===== config.mk =====
export PLATFORM = sky130hd
export DESIGN_NAME = weighted_vote_ensemble_update_flat
export DESIGN_NICKNAME = d
export VERILOG_FILES = /design/src/hdl/wve_pkg.sv /design/src/hdl/wve_if.sv /design/src/hdl/wve_mac.sv /design/src/hdl/wve_div.sv /design/src/hdl/weighted_vote_ensemble_update.sv /design/src/flat_wrapper.sv
export SDC_FILE = /design/constraint.sdc
export NUM_CORES = 2
export LEC_CHECK = 0
export ABC_AREA = 1
export BUFFER_PORTS_ARGS = -buffer_cell sky130_fd_sc_hd__buf_2
export CORE_UTILIZATION = 55
export CTS_CLUSTER_SIZE = 14
export DETAILED_ROUTE_END_ITERATION = 12
export PLACE_DENSITY_LB_ADDON = 0.2
export SLEW_MARGIN = 20
export SYNTH_ARGS = -nofsm -noshare
export SYNTH_HDL_FRONTEND = slang
export SYNTH_SLANG_ARGS = --single-unit

===== constraint.sdc =====
create_clock -name clk -period 18.37 [get_ports clk]
set_input_delay 0 -clock clk [delete_from_list [all_inputs] [get_ports clk]]
set_output_delay 0 -clock clk [all_outputs]
set_load 0.02 [all_outputs]

===== src/hdl/wve_pkg.sv =====
`timescale 1ns / 1ps
// ----------------------------------------------------------------------------
// wve_pkg
// Shared widths, reset values, register indexes and types for the weighted
// voting ensemble.
// ----------------------------------------------------------------------------
package wve_pkg;

  // Field widths
  localparam int SCORE_W     = 16;
  localparam int WEIGHT_W    = 24;
  localparam int TRADE_W     = 12;
  localparam int RAISE_W     = SCORE_W + TRADE_W - 8;
  localparam int CFG_IDX_W   = 3;
  localparam int CFG_DATA_W  = 24;
  localparam int FIELD_LANES = 4;

  // Q1.15 one
  localparam logic [SCORE_W-1:0] SCORE_ONE = 16'h8000;

  // Reset values
  localparam logic [SCORE_W-1:0]         THRESHOLD_RST = 16'd16384;
  localparam logic [SCORE_W-1:0]         STEP_RST      = 16'd655;
  localparam logic [TRADE_W-1:0]         TRADEOFF_RST  = 12'd256;
  localparam logic signed [WEIGHT_W-1:0] WEIGHT_RST    = 24'sd32768;

  // Saturation limits
  localparam logic signed [WEIGHT_W-1:0] WEIGHT_MAX = 24'sh7FFFFF;
  localparam logic signed [WEIGHT_W-1:0] WEIGHT_MIN = 24'sh800000;

  // Configuration register indexes
  typedef enum logic [CFG_IDX_W-1:0] {
    CFG_THRESHOLD,
    CFG_STEP,
    CFG_TRADEOFF,
    CFG_WEIGHT_A,
    CFG_WEIGHT_B,
    CFG_WEIGHT_C,
    CFG_WEIGHT_D
  } cfg_idx_t;

  // Sequencer states
  typedef enum logic [1:0] {
    ST_IDLE,
    ST_MUL,
    ST_DIV,
    ST_UPD
  } wve_state_t;

  // Divider status towards the sequencer
  typedef struct packed {
    logic               done;
    logic               fault;
    logic [SCORE_W-1:0] quot;
  } div_stat_t;

  // Scores above one count as one
  function automatic logic [SCORE_W-1:0] clamp_score(input logic [SCORE_W-1:0] s);
    logic [SCORE_W-1:0] r;
    r = s[SCORE_W-1] ? SCORE_ONE : s;
    return r;
  endfunction

endpackage


===== src/hdl/wve_if.sv =====
`timescale 1ns / 1ps
// ----------------------------------------------------------------------------
// wve_in_if / wve_out_if
// Valid/ready channels for score items and ensemble results.
// ----------------------------------------------------------------------------
interface wve_in_if;
  logic        valid;
  logic        ready;
  logic        func;
  logic        is_spam;
  logic [15:0] score_a;
  logic [15:0] score_b;
  logic [15:0] score_c;
  logic [15:0] score_d;

  modport source (output valid, func, is_spam, score_a, score_b, score_c, score_d,
                  input ready);
  modport sink   (input valid, func, is_spam, score_a, score_b, score_c, score_d,
                  output ready);
endinterface

interface wve_out_if;
  logic        valid;
  logic        ready;
  logic [15:0] ensemble_score;
  logic        verdict;
  logic        weight_fault;

  modport source (output valid, ensemble_score, verdict, weight_fault, input ready);
  modport sink   (input valid, ensemble_score, verdict, weight_fault, output ready);
endinterface


===== src/hdl/wve_mac.sv =====
`timescale 1ns / 1ps
// ----------------------------------------------------------------------------
// wve_mac
// Bit-serial weighted sum: scores shift out MSB first, one bit per cycle, and
// the selected weights are added into a doubling accumulator.
// ----------------------------------------------------------------------------
module wve_mac
  import wve_pkg::*;
#(
  parameter int LANES = 4,
  parameter int NUM_W = 41
) (
  input  logic                       clk,
  input  logic                       rst_n,
  input  logic                       start,
  input  logic [SCORE_W-1:0]         score  [LANES],
  input  logic signed [WEIGHT_W-1:0] weight [LANES],
  output logic signed [NUM_W-1:0]    num,
  output logic                       done
);

  localparam int CNT_W = $clog2(SCORE_W);

  logic [SCORE_W-1:0]      sh_r [LANES];
  logic signed [NUM_W-1:0] acc_r, acc_nxt, partial;
  logic [CNT_W-1:0]        cnt_r;
  logic                    busy_r;
  logic                    done_r;

  // Sum of weights whose score bit is set, then shift-add
  always_comb begin
    partial = '0;
    for (int i = 0; i < LANES; i++) begin
      if (sh_r[i][SCORE_W-1]) partial = partial + NUM_W'(weight[i]);
    end
    acc_nxt = (acc_r <<< 1) + partial;
  end

  // Control
  always_ff @(posedge clk) begin
    if (!rst_n) begin
      busy_r <= 1'b0;
      done_r <= 1'b0;
      cnt_r  <= '0;
    end else begin
      done_r <= busy_r && (cnt_r == CNT_W'(SCORE_W - 1));
      if (start) begin
        busy_r <= 1'b1;
        cnt_r  <= '0;
      end else if (busy_r) begin
        cnt_r <= cnt_r + 1'b1;
        if (cnt_r == CNT_W'(SCORE_W - 1)) busy_r <= 1'b0;
      end
    end
  end

  // Datapath
  always_ff @(posedge clk) begin
    if (start) begin
      acc_r <= '0;
      for (int i = 0; i < LANES; i++) sh_r[i] <= score[i];
    end else if (busy_r) begin
      acc_r <= acc_nxt;
      for (int i = 0; i < LANES; i++) sh_r[i] <= sh_r[i] << 1;
    end
  end

  assign num  = acc_r;
  assign done = done_r;

endmodule


===== src/hdl/wve_div.sv =====
`timescale 1ns / 1ps
// ----------------------------------------------------------------------------
// wve_div
// Restoring divider, one quotient bit per cycle, with the range checks for a
// non-positive weight sum, a negative average and an average above one.
// ----------------------------------------------------------------------------
module wve_div
  import wve_pkg::*;
#(
  parameter int NUM_W = 41,
  parameter int DEN_W = 26
) (
  input  logic                    clk,
  input  logic                    rst_n,
  input  logic                    start,
  input  logic signed [NUM_W-1:0] num,
  input  logic signed [DEN_W-1:0] den,
  output div_stat_t               stat
);

  localparam int CNT_W = $clog2(SCORE_W);

  logic [DEN_W-1:0]   den_u;
  logic [NUM_W-1:0]   den_top;
  logic               bad, over;
  logic [NUM_W-1:0]   rem_r, dsh_r;
  logic [SCORE_W-1:0] q_r;
  logic               bad_r, over_r;
  logic [CNT_W-1:0]   cnt_r;
  logic               busy_r, done_r;
  logic               ge;

  // Start checks: divisor aligned to the top quotient bit
  always_comb begin
    den_u   = den;
    den_top = NUM_W'(den_u) << (SCORE_W - 1);
    bad     = den[DEN_W-1] || (den == '0) || num[NUM_W-1];
    over    = unsigned'(num) > den_top;
    ge      = rem_r >= dsh_r;
  end

  // Control
  always_ff @(posedge clk) begin
    if (!rst_n) begin
      busy_r <= 1'b0;
      done_r <= 1'b0;
      cnt_r  <= '0;
    end else begin
      done_r <= busy_r && (cnt_r == CNT_W'(SCORE_W - 1));
      if (start) begin
        busy_r <= 1'b1;
        cnt_r  <= '0;
      end else if (busy_r) begin
        cnt_r <= cnt_r + 1'b1;
        if (cnt_r == CNT_W'(SCORE_W - 1)) busy_r <= 1'b0;
      end
    end
  end

  // Compare-subtract step
  always_ff @(posedge clk) begin
    if (start) begin
      rem_r  <= unsigned'(num);
      dsh_r  <= den_top;
      q_r    <= '0;
      bad_r  <= bad;
      over_r <= over;
    end else if (busy_r) begin
      rem_r <= ge ? rem_r - dsh_r : rem_r;
      dsh_r <= dsh_r >> 1;
      q_r   <= {q_r[SCORE_W-2:0], ge};
    end
  end

  // Result with clamping
  always_comb begin
    stat.done  = done_r;
    stat.fault = bad_r || over_r;
    if (bad_r)       stat.quot = '0;
    else if (over_r) stat.quot = SCORE_ONE;
    else             stat.quot = q_r;
  end

endmodule


===== src/hdl/weighted_vote_ensemble_update.sv =====
`timescale 1ns / 1ps
// ----------------------------------------------------------------------------
// weighted_vote_ensemble_update
// Weighted voting ensemble with online weight update.
// ----------------------------------------------------------------------------
// One item is worked on at a time: after a transfer on in_ch the lane scores
// are multiplied into the weights one score bit per cycle, then a restoring
// divider produces the average one quotient bit per cycle, and a final step
// writes the result register and, for training items, the weights. The next
// item is taken only back in the idle state, once the last one is committed.
// A finished result waits in the output register without holding back the
// next item; a result still waiting there when the following one is finished
// stalls that one in its last step.
// Writing an initial weight register also loads that lane's vote weight.
// ----------------------------------------------------------------------------
module weighted_vote_ensemble_update
  import wve_pkg::*;
#(
  parameter int LANE_COUNT = 4
) (
  input  logic                  clk,
  input  logic                  rst_n,
  input  logic                  cfg_we,
  input  logic [CFG_IDX_W-1:0]  cfg_index,
  input  logic [CFG_DATA_W-1:0] cfg_data,
  wve_in_if.sink                in_ch,
  wve_out_if.source             out_ch
);

  localparam int LANES = (LANE_COUNT < FIELD_LANES) ? LANE_COUNT : FIELD_LANES;
  localparam int LW    = $clog2(LANES);
  localparam int DEN_W = WEIGHT_W + LW;
  localparam int NUM_W = WEIGHT_W + SCORE_W - 1 + LW;

  // Configuration and state
  logic [SCORE_W-1:0]         thr_r, step_r;
  logic [TRADE_W-1:0]         trade_r;
  logic [RAISE_W-1:0]         raise_r;
  logic signed [WEIGHT_W-1:0] weight_r [LANES];
  logic signed [WEIGHT_W-1:0] weight_upd [LANES];
  logic signed [WEIGHT_W:0]   wide [LANES];

  // Item registers
  logic [SCORE_W-1:0] score_in [FIELD_LANES];
  logic [SCORE_W-1:0] score_cl [LANES];
  logic [SCORE_W-1:0] sc_r [LANES];
  logic               func_r, spam_r;

  // Sequencer
  wve_state_t state_r, state_nxt;
  logic       accept, mac_start, div_start, commit;

  // Datapath links
  logic signed [NUM_W-1:0] num;
  logic signed [DEN_W-1:0] den;
  logic                    mac_done;
  div_stat_t               dstat;
  logic                    verdict;

  // Output register
  logic               out_valid_r;
  logic [SCORE_W-1:0] ens_r;
  logic               verdict_r, fault_r;

  assign score_in[0] = in_ch.score_a;
  assign score_in[1] = in_ch.score_b;
  assign score_in[2] = in_ch.score_c;
  assign score_in[3] = in_ch.score_d;

  always_comb begin
    for (int i = 0; i < LANES; i++) score_cl[i] = clamp_score(score_in[i]);
  end

  // Scalar configuration registers
  always_ff @(posedge clk) begin
    if (!rst_n) begin
      thr_r   <= THRESHOLD_RST;
      step_r  <= STEP_RST;
      trade_r <= TRADEOFF_RST;
    end else if (cfg_we) begin
      unique case (cfg_index)
        CFG_THRESHOLD: thr_r   <= cfg_data[SCORE_W-1:0];
        CFG_STEP:      step_r  <= cfg_data[SCORE_W-1:0];
        CFG_TRADEOFF:  trade_r <= cfg_data[TRADE_W-1:0];
        default: ;
      endcase
    end
  end

  // Raise amount, Q5.15 truncated
  always_ff @(posedge clk) begin
    raise_r <= RAISE_W'((SCORE_W + TRADE_W)'(trade_r) * (SCORE_W + TRADE_W)'(step_r) >> 8);
  end

  // Weight sum
  always_comb begin
    den = '0;
    for (int i = 0; i < LANES; i++) den = den + DEN_W'(weight_r[i]);
  end

  // Ensemble verdict
  assign verdict = dstat.quot > thr_r;

  // Per-lane training step with saturation
  always_comb begin
    for (int i = 0; i < LANES; i++) begin
      wide[i] = (WEIGHT_W + 1)'(weight_r[i]);
      if (verdict ? !(sc_r[i] > thr_r) : (sc_r[i] > thr_r)) begin
        if (spam_r ^ verdict)
          wide[i] = wide[i] + $signed({{(WEIGHT_W + 1 - RAISE_W){1'b0}}, raise_r});
        else
          wide[i] = wide[i] - $signed({{(WEIGHT_W + 1 - SCORE_W){1'b0}}, step_r});
      end
      if (wide[i][WEIGHT_W] != wide[i][WEIGHT_W-1])
        weight_upd[i] = wide[i][WEIGHT_W] ? WEIGHT_MIN : WEIGHT_MAX;
      else
        weight_upd[i] = wide[i][WEIGHT_W-1:0];
    end
  end

  // Vote weights
  always_ff @(posedge clk) begin
    for (int i = 0; i < LANES; i++) begin
      if (!rst_n)
        weight_r[i] <= WEIGHT_RST;
      else if (commit && func_r)
        weight_r[i] <= weight_upd[i];
      else if (cfg_we && (cfg_index == CFG_IDX_W'(int'(CFG_WEIGHT_A) + i)))
        weight_r[i] <= cfg_data[WEIGHT_W-1:0];
    end
  end

  // Item capture
  always_ff @(posedge clk) begin
    if (accept) begin
      func_r <= in_ch.func;
      spam_r <= in_ch.is_spam;
      for (int i = 0; i < LANES; i++) sc_r[i] <= score_cl[i];
    end
  end

  // Sequencer state
  always_ff @(posedge clk) begin
    if (!rst_n) state_r <= ST_IDLE;
    else        state_r <= state_nxt;
  end

  always_comb begin
    state_nxt = state_r;
    accept    = 1'b0;
    div_start = 1'b0;
    commit    = 1'b0;
    unique case (state_r)
      ST_IDLE: begin
        accept = in_ch.valid;
        if (in_ch.valid) state_nxt = ST_MUL;
      end
      ST_MUL: begin
        if (mac_done) begin
          div_start = 1'b1;
          state_nxt = ST_DIV;
        end
      end
      ST_DIV: begin
        if (dstat.done) state_nxt = ST_UPD;
      end
      ST_UPD: begin
        if (!out_valid_r || out_ch.ready) begin
          commit    = 1'b1;
          state_nxt = ST_IDLE;
        end
      end
      default: state_nxt = ST_IDLE;
    endcase
  end

  assign in_ch.ready = (state_r == ST_IDLE);
  assign mac_start   = accept;

  wve_mac #(
    .LANES (LANES),
    .NUM_W (NUM_W)
  ) u_mac (
    .clk    (clk),
    .rst_n  (rst_n),
    .start  (mac_start),
    .score  (score_cl),
    .weight (weight_r),
    .num    (num),
    .done   (mac_done)
  );

  wve_div #(
    .NUM_W (NUM_W),
    .DEN_W (DEN_W)
  ) u_div (
    .clk   (clk),
    .rst_n (rst_n),
    .start (div_start),
    .num   (num),
    .den   (den),
    .stat  (dstat)
  );

  // Output register: valid holds until the transfer
  always_ff @(posedge clk) begin
    if (!rst_n)              out_valid_r <= 1'b0;
    else if (commit)         out_valid_r <= 1'b1;
    else if (out_ch.ready)   out_valid_r <= 1'b0;
  end

  always_ff @(posedge clk) begin
    if (commit) begin
      ens_r     <= dstat.quot;
      verdict_r <= verdict;
      fault_r   <= dstat.fault;
    end
  end

  assign out_ch.valid          = out_valid_r;
  assign out_ch.ensemble_score = ens_r;
  assign out_ch.verdict        = verdict_r;
  assign out_ch.weight_fault   = fault_r;

endmodule

===== src/flat_wrapper.sv =====
// flat-port wrapper written by rule: the top's interface ports become plain ports
module weighted_vote_ensemble_update_flat import wve_pkg::*;
#(
  parameter int LANE_COUNT = 4
)
  (clk, rst_n, cfg_we, cfg_index, cfg_data, in_ch_valid, in_ch_func, in_ch_is_spam, in_ch_score_a, in_ch_score_b, in_ch_score_c, in_ch_score_d, in_ch_ready, out_ch_valid, out_ch_ensemble_score, out_ch_verdict, out_ch_weight_fault, out_ch_ready);
  wve_in_if in_ch_i ();
  wve_out_if out_ch_i ();
  input  logic clk;
  input  logic rst_n;
  input  logic cfg_we;
  input  logic [CFG_IDX_W-1:0] cfg_index;
  input  logic [CFG_DATA_W-1:0] cfg_data;
  input wire logic [$bits(in_ch_i.valid)-1:0] in_ch_valid;
  input wire logic [$bits(in_ch_i.func)-1:0] in_ch_func;
  input wire logic [$bits(in_ch_i.is_spam)-1:0] in_ch_is_spam;
  input wire logic [$bits(in_ch_i.score_a)-1:0] in_ch_score_a;
  input wire logic [$bits(in_ch_i.score_b)-1:0] in_ch_score_b;
  input wire logic [$bits(in_ch_i.score_c)-1:0] in_ch_score_c;
  input wire logic [$bits(in_ch_i.score_d)-1:0] in_ch_score_d;
  output wire logic [$bits(in_ch_i.ready)-1:0] in_ch_ready;
  output wire logic [$bits(out_ch_i.valid)-1:0] out_ch_valid;
  output wire logic [$bits(out_ch_i.ensemble_score)-1:0] out_ch_ensemble_score;
  output wire logic [$bits(out_ch_i.verdict)-1:0] out_ch_verdict;
  output wire logic [$bits(out_ch_i.weight_fault)-1:0] out_ch_weight_fault;
  input wire logic [$bits(out_ch_i.ready)-1:0] out_ch_ready;
  assign in_ch_i.valid = in_ch_valid;
  assign in_ch_i.func = in_ch_func;
  assign in_ch_i.is_spam = in_ch_is_spam;
  assign in_ch_i.score_a = in_ch_score_a;
  assign in_ch_i.score_b = in_ch_score_b;
  assign in_ch_i.score_c = in_ch_score_c;
  assign in_ch_i.score_d = in_ch_score_d;
  assign in_ch_ready = in_ch_i.ready;
  assign out_ch_valid = out_ch_i.valid;
  assign out_ch_ensemble_score = out_ch_i.ensemble_score;
  assign out_ch_verdict = out_ch_i.verdict;
  assign out_ch_weight_fault = out_ch_i.weight_fault;
  assign out_ch_i.ready = out_ch_ready;
  weighted_vote_ensemble_update #(.LANE_COUNT(LANE_COUNT)) u_core (.clk(clk), .rst_n(rst_n), .cfg_we(cfg_we), .cfg_index(cfg_index), .cfg_data(cfg_data), .in_ch(in_ch_i), .out_ch(out_ch_i));
endmodule

==> out/qor.csv <==
metric;value;unit
TNS Setup;0;ns
Power Density;114;nW/um2
CP Max Fanout;28;
syn_nets;7423;
fin crit share;46.6;%
TritonCTS clock tree;done;
Max Slew Vio Count;0;
DR pass1 iterations;7;
Max stage delay on crit path;0.90;ns
core box area;83800;um2
Die Height;293;um
CP endpoint kind;flop;
Distinct cells, synth;64;
Root Driver;clkbuf_16;
Setup Skew;0.0424;ns
Crit Path Class;reg -> reg;
Worst EP required;18.87;ns
Final Hold Viols;0;
drt total wl;164000;um
Cell Area, Placed;48200;um2
setup violators final;0;
# DRC;0;
Wirelength per Cell;20.5;um
post_cts resized;0;
worst path arrival time;9.06;ns
Least-Margin Pin Slew;1.17;ns
# hold bufs at CTS;156;
H-tree depth;2;
Synth Register Bits;464;
slowest CP cell;edfxtp_1;
Post-DRT Antenna Nets;0;
first-pass GRT wire length;251000;um
Top Ports;118;
post-DP HPWL;126000;um
achievable frequency;0.117;GHz
Buffers on Ports;117;
Synth top area share;13.8;%
initial antenna violation count;0;
Post-CTS Setup Repair Bufs;0;
Placer Congestion;1.08;
via count;46679;
most frequent cell after synthesis;nand2_1;
CP most frequent cell;nand2_1;
worst path buffer plus inverter count;2;
sequential element share of the synthesized area;24.5;%
pin count of the biggest net entering global routing;96;
Syn Std Cell Area;46700;um2
synth top area cells;edfxtp_1, ha_1, nand2_1, dfxtp_1, fa_1;
Async SR Flop Fraction;0;%
Tmin final;8.55;ns
total global routing track utilization;37.4;%
Row Count;106;
leak pwr;0.0251;uW
delay-heaviest family, CP;simple AND/OR/NAND/NOR gates;
share of cells above drive strength 1;5.00;%
Ys Warns;0;
synthesized area per cell;7.02;um2
Clock Latency Late Sink;0.65;ns
Synth area leader;edfxtp_1;
multi-input logic area;31100;um2
Seq. cell area;11400;um2
Peak supply drop;117;uV
Synth top cells by count;nand2_1, inv_1, nor2_1, a21oi_1, o21ai_0;
met2 GRT Util;62.5;%
TritonCTS Sinks;464;
placed insts;7735;
via density per instance;5.84;
top_reg_cell synth;dfxtp_1;
Syn-to-layout area delta;10.7;%
Die ar.;86100;um2
max-cap viol count;0;
final std cell area, no fill;51700;um2
Starting DRT DRC Count;4406;
Post-Syn Instances;6651;
clock-pin slew on the worst setup and hold paths;0.06;ns
fin cells;7994;
GR peak layer;met2;
Slew HR;21.4;%
nature of the critical path startpoint;flop;
gr ovfl total;0;
worst hold path type;in -> reg;
Initial Utilization;55.7;%
met3 usage;5.67;%
RSZ-0062 raised after global routing;false;
vias in the first global route;45141;
cts bufs inserted;53;
run status;finished, final reports clean;
clk buf depth;3;
Layout fillers;7787;
Post-synth EDFFs;214;
Nets;7584;
met1 usage;45.5;%
die width;293;um
[logic make-up after synthesis]
family                   count (synthesis)  share of synthesized area (%)
XOR/XNOR                               168                           3.15
AND/OR/NAND/NOR                       2725                           24.1
adder cells (fa/ha/maj)                674                           21.2
buffers and inverters                 1109                           9.09
flip-flops                             464                           24.5
AO/OA/AOI/OAI                         1511                           18.0
[power breakdown]
part / switching (uW) / leakage, uW / internal, uW
registers: 209 / 0.00410 / 1310
clock network: 492 / 0.000955 / 693
logic: 2160 / 0.0200 / 1040
total: 2860 / 0.0251 / 3040
[stage by stage]
step | hold slack, ns | total power, uW | setup slack, ns | utilization [%]
floorplan | 0.0989 | 3620 | 11.46 | -
detailed placement | 0.221 | 4600 | 10.02 | 57.5
global placement | 0.221 | 4560 | 10.08 | 57.5
CTS | 0.0145 | 5810 | 9.98 | 61.7
finish | 0.0839 | 5910 | 9.82 | 61.7
global route | 0.0650 | 6270 | 8.74 | 61.7
[area by class of cell]
| cell class | count | area share, % |
|---|---|---|
| Inverter | 904 | 6.58 |
| Multi-Input combinational cell | 5078 | 60.1 |
| Timing Repair Buffer | 311 | 4.71 |
| Sequential cell | 464 | 22.1 |
| Clock inverter | 31 | 0.787 |
| Tap cell | 1134 | 2.75 |
| Clock buffer | 69 | 2.96 |
| Antenna cell | 3 | 0.0145 |
[metal layers]
metal  share of wire (%)  vias up
li1                    -    22425
met1                  39    21664
met2                  46     2034
met3                 7.9      556
met4                 6.9        0
met5                   0        -
[final timing paths]
path	startpoint	endpoint	slack, ns	cells past startpoint
worst max register to register	u_core.u_mac.sh_r[0][15]	u_core.u_mac.num[36]	9.82	44
worst min-delay path	cfg_data[18]	u_core.weight_r[66]	0.08	5
worst max-delay path	u_core.u_mac.sh_r[0][15]	u_core.u_mac.num[36]	9.82	44
worst min register to register	u_core.u_mac.sh_r[0][32]	u_core.u_mac.sh_r[0][32]	0.48	2
[sequential cells by signal, summed over array words and instances (netlist names), 12 cells and up]
signal,cells
u_core.u_div.dsh_r,41
u_core.raise_r,20
u_core.trade_r,12
u_core.weight_r,96
u_core.step_r,16
u_core.u_div.q_r,16
u_core.u_div.rem_r,41
u_core.thr_r,16
u_core.out_ch.ensemble_score,16
u_core.u_mac.sh_r,64
u_core.sc_r,64
u_core.u_mac.num,41
[placed cells by master, fill, tap and decap left out, drive strengths merged, types with 7 or more instances in the layout]
cell type and instances:
inv 903, o211ai 19, dlygate4sd3 156, dfxtp 250, a211oi 11, o21bai 34
nor3 57, a21o 65, a21oi 591, o21ai 605, ha 477, a31oi 55
edfxtp 214, nand4 69, fa 197, and2 7, bufinv 7, nand3 340
nand2 1437, a21boi 23, nor2 734, a22o 40, buf 155, clkbuf 69
nor4 25, clkinv 24, o22ai 16, o21a 21, xnor2 69, or2 43
xor2 99
[tightest hold or removal path: stages]
cell and delay [ns]:
buf_2 0.07, nand2_1 0.30, nand3_1 0.20, nor2_1 0.05, nor2_1 0.07
Power figures use the tool's default switching activity.
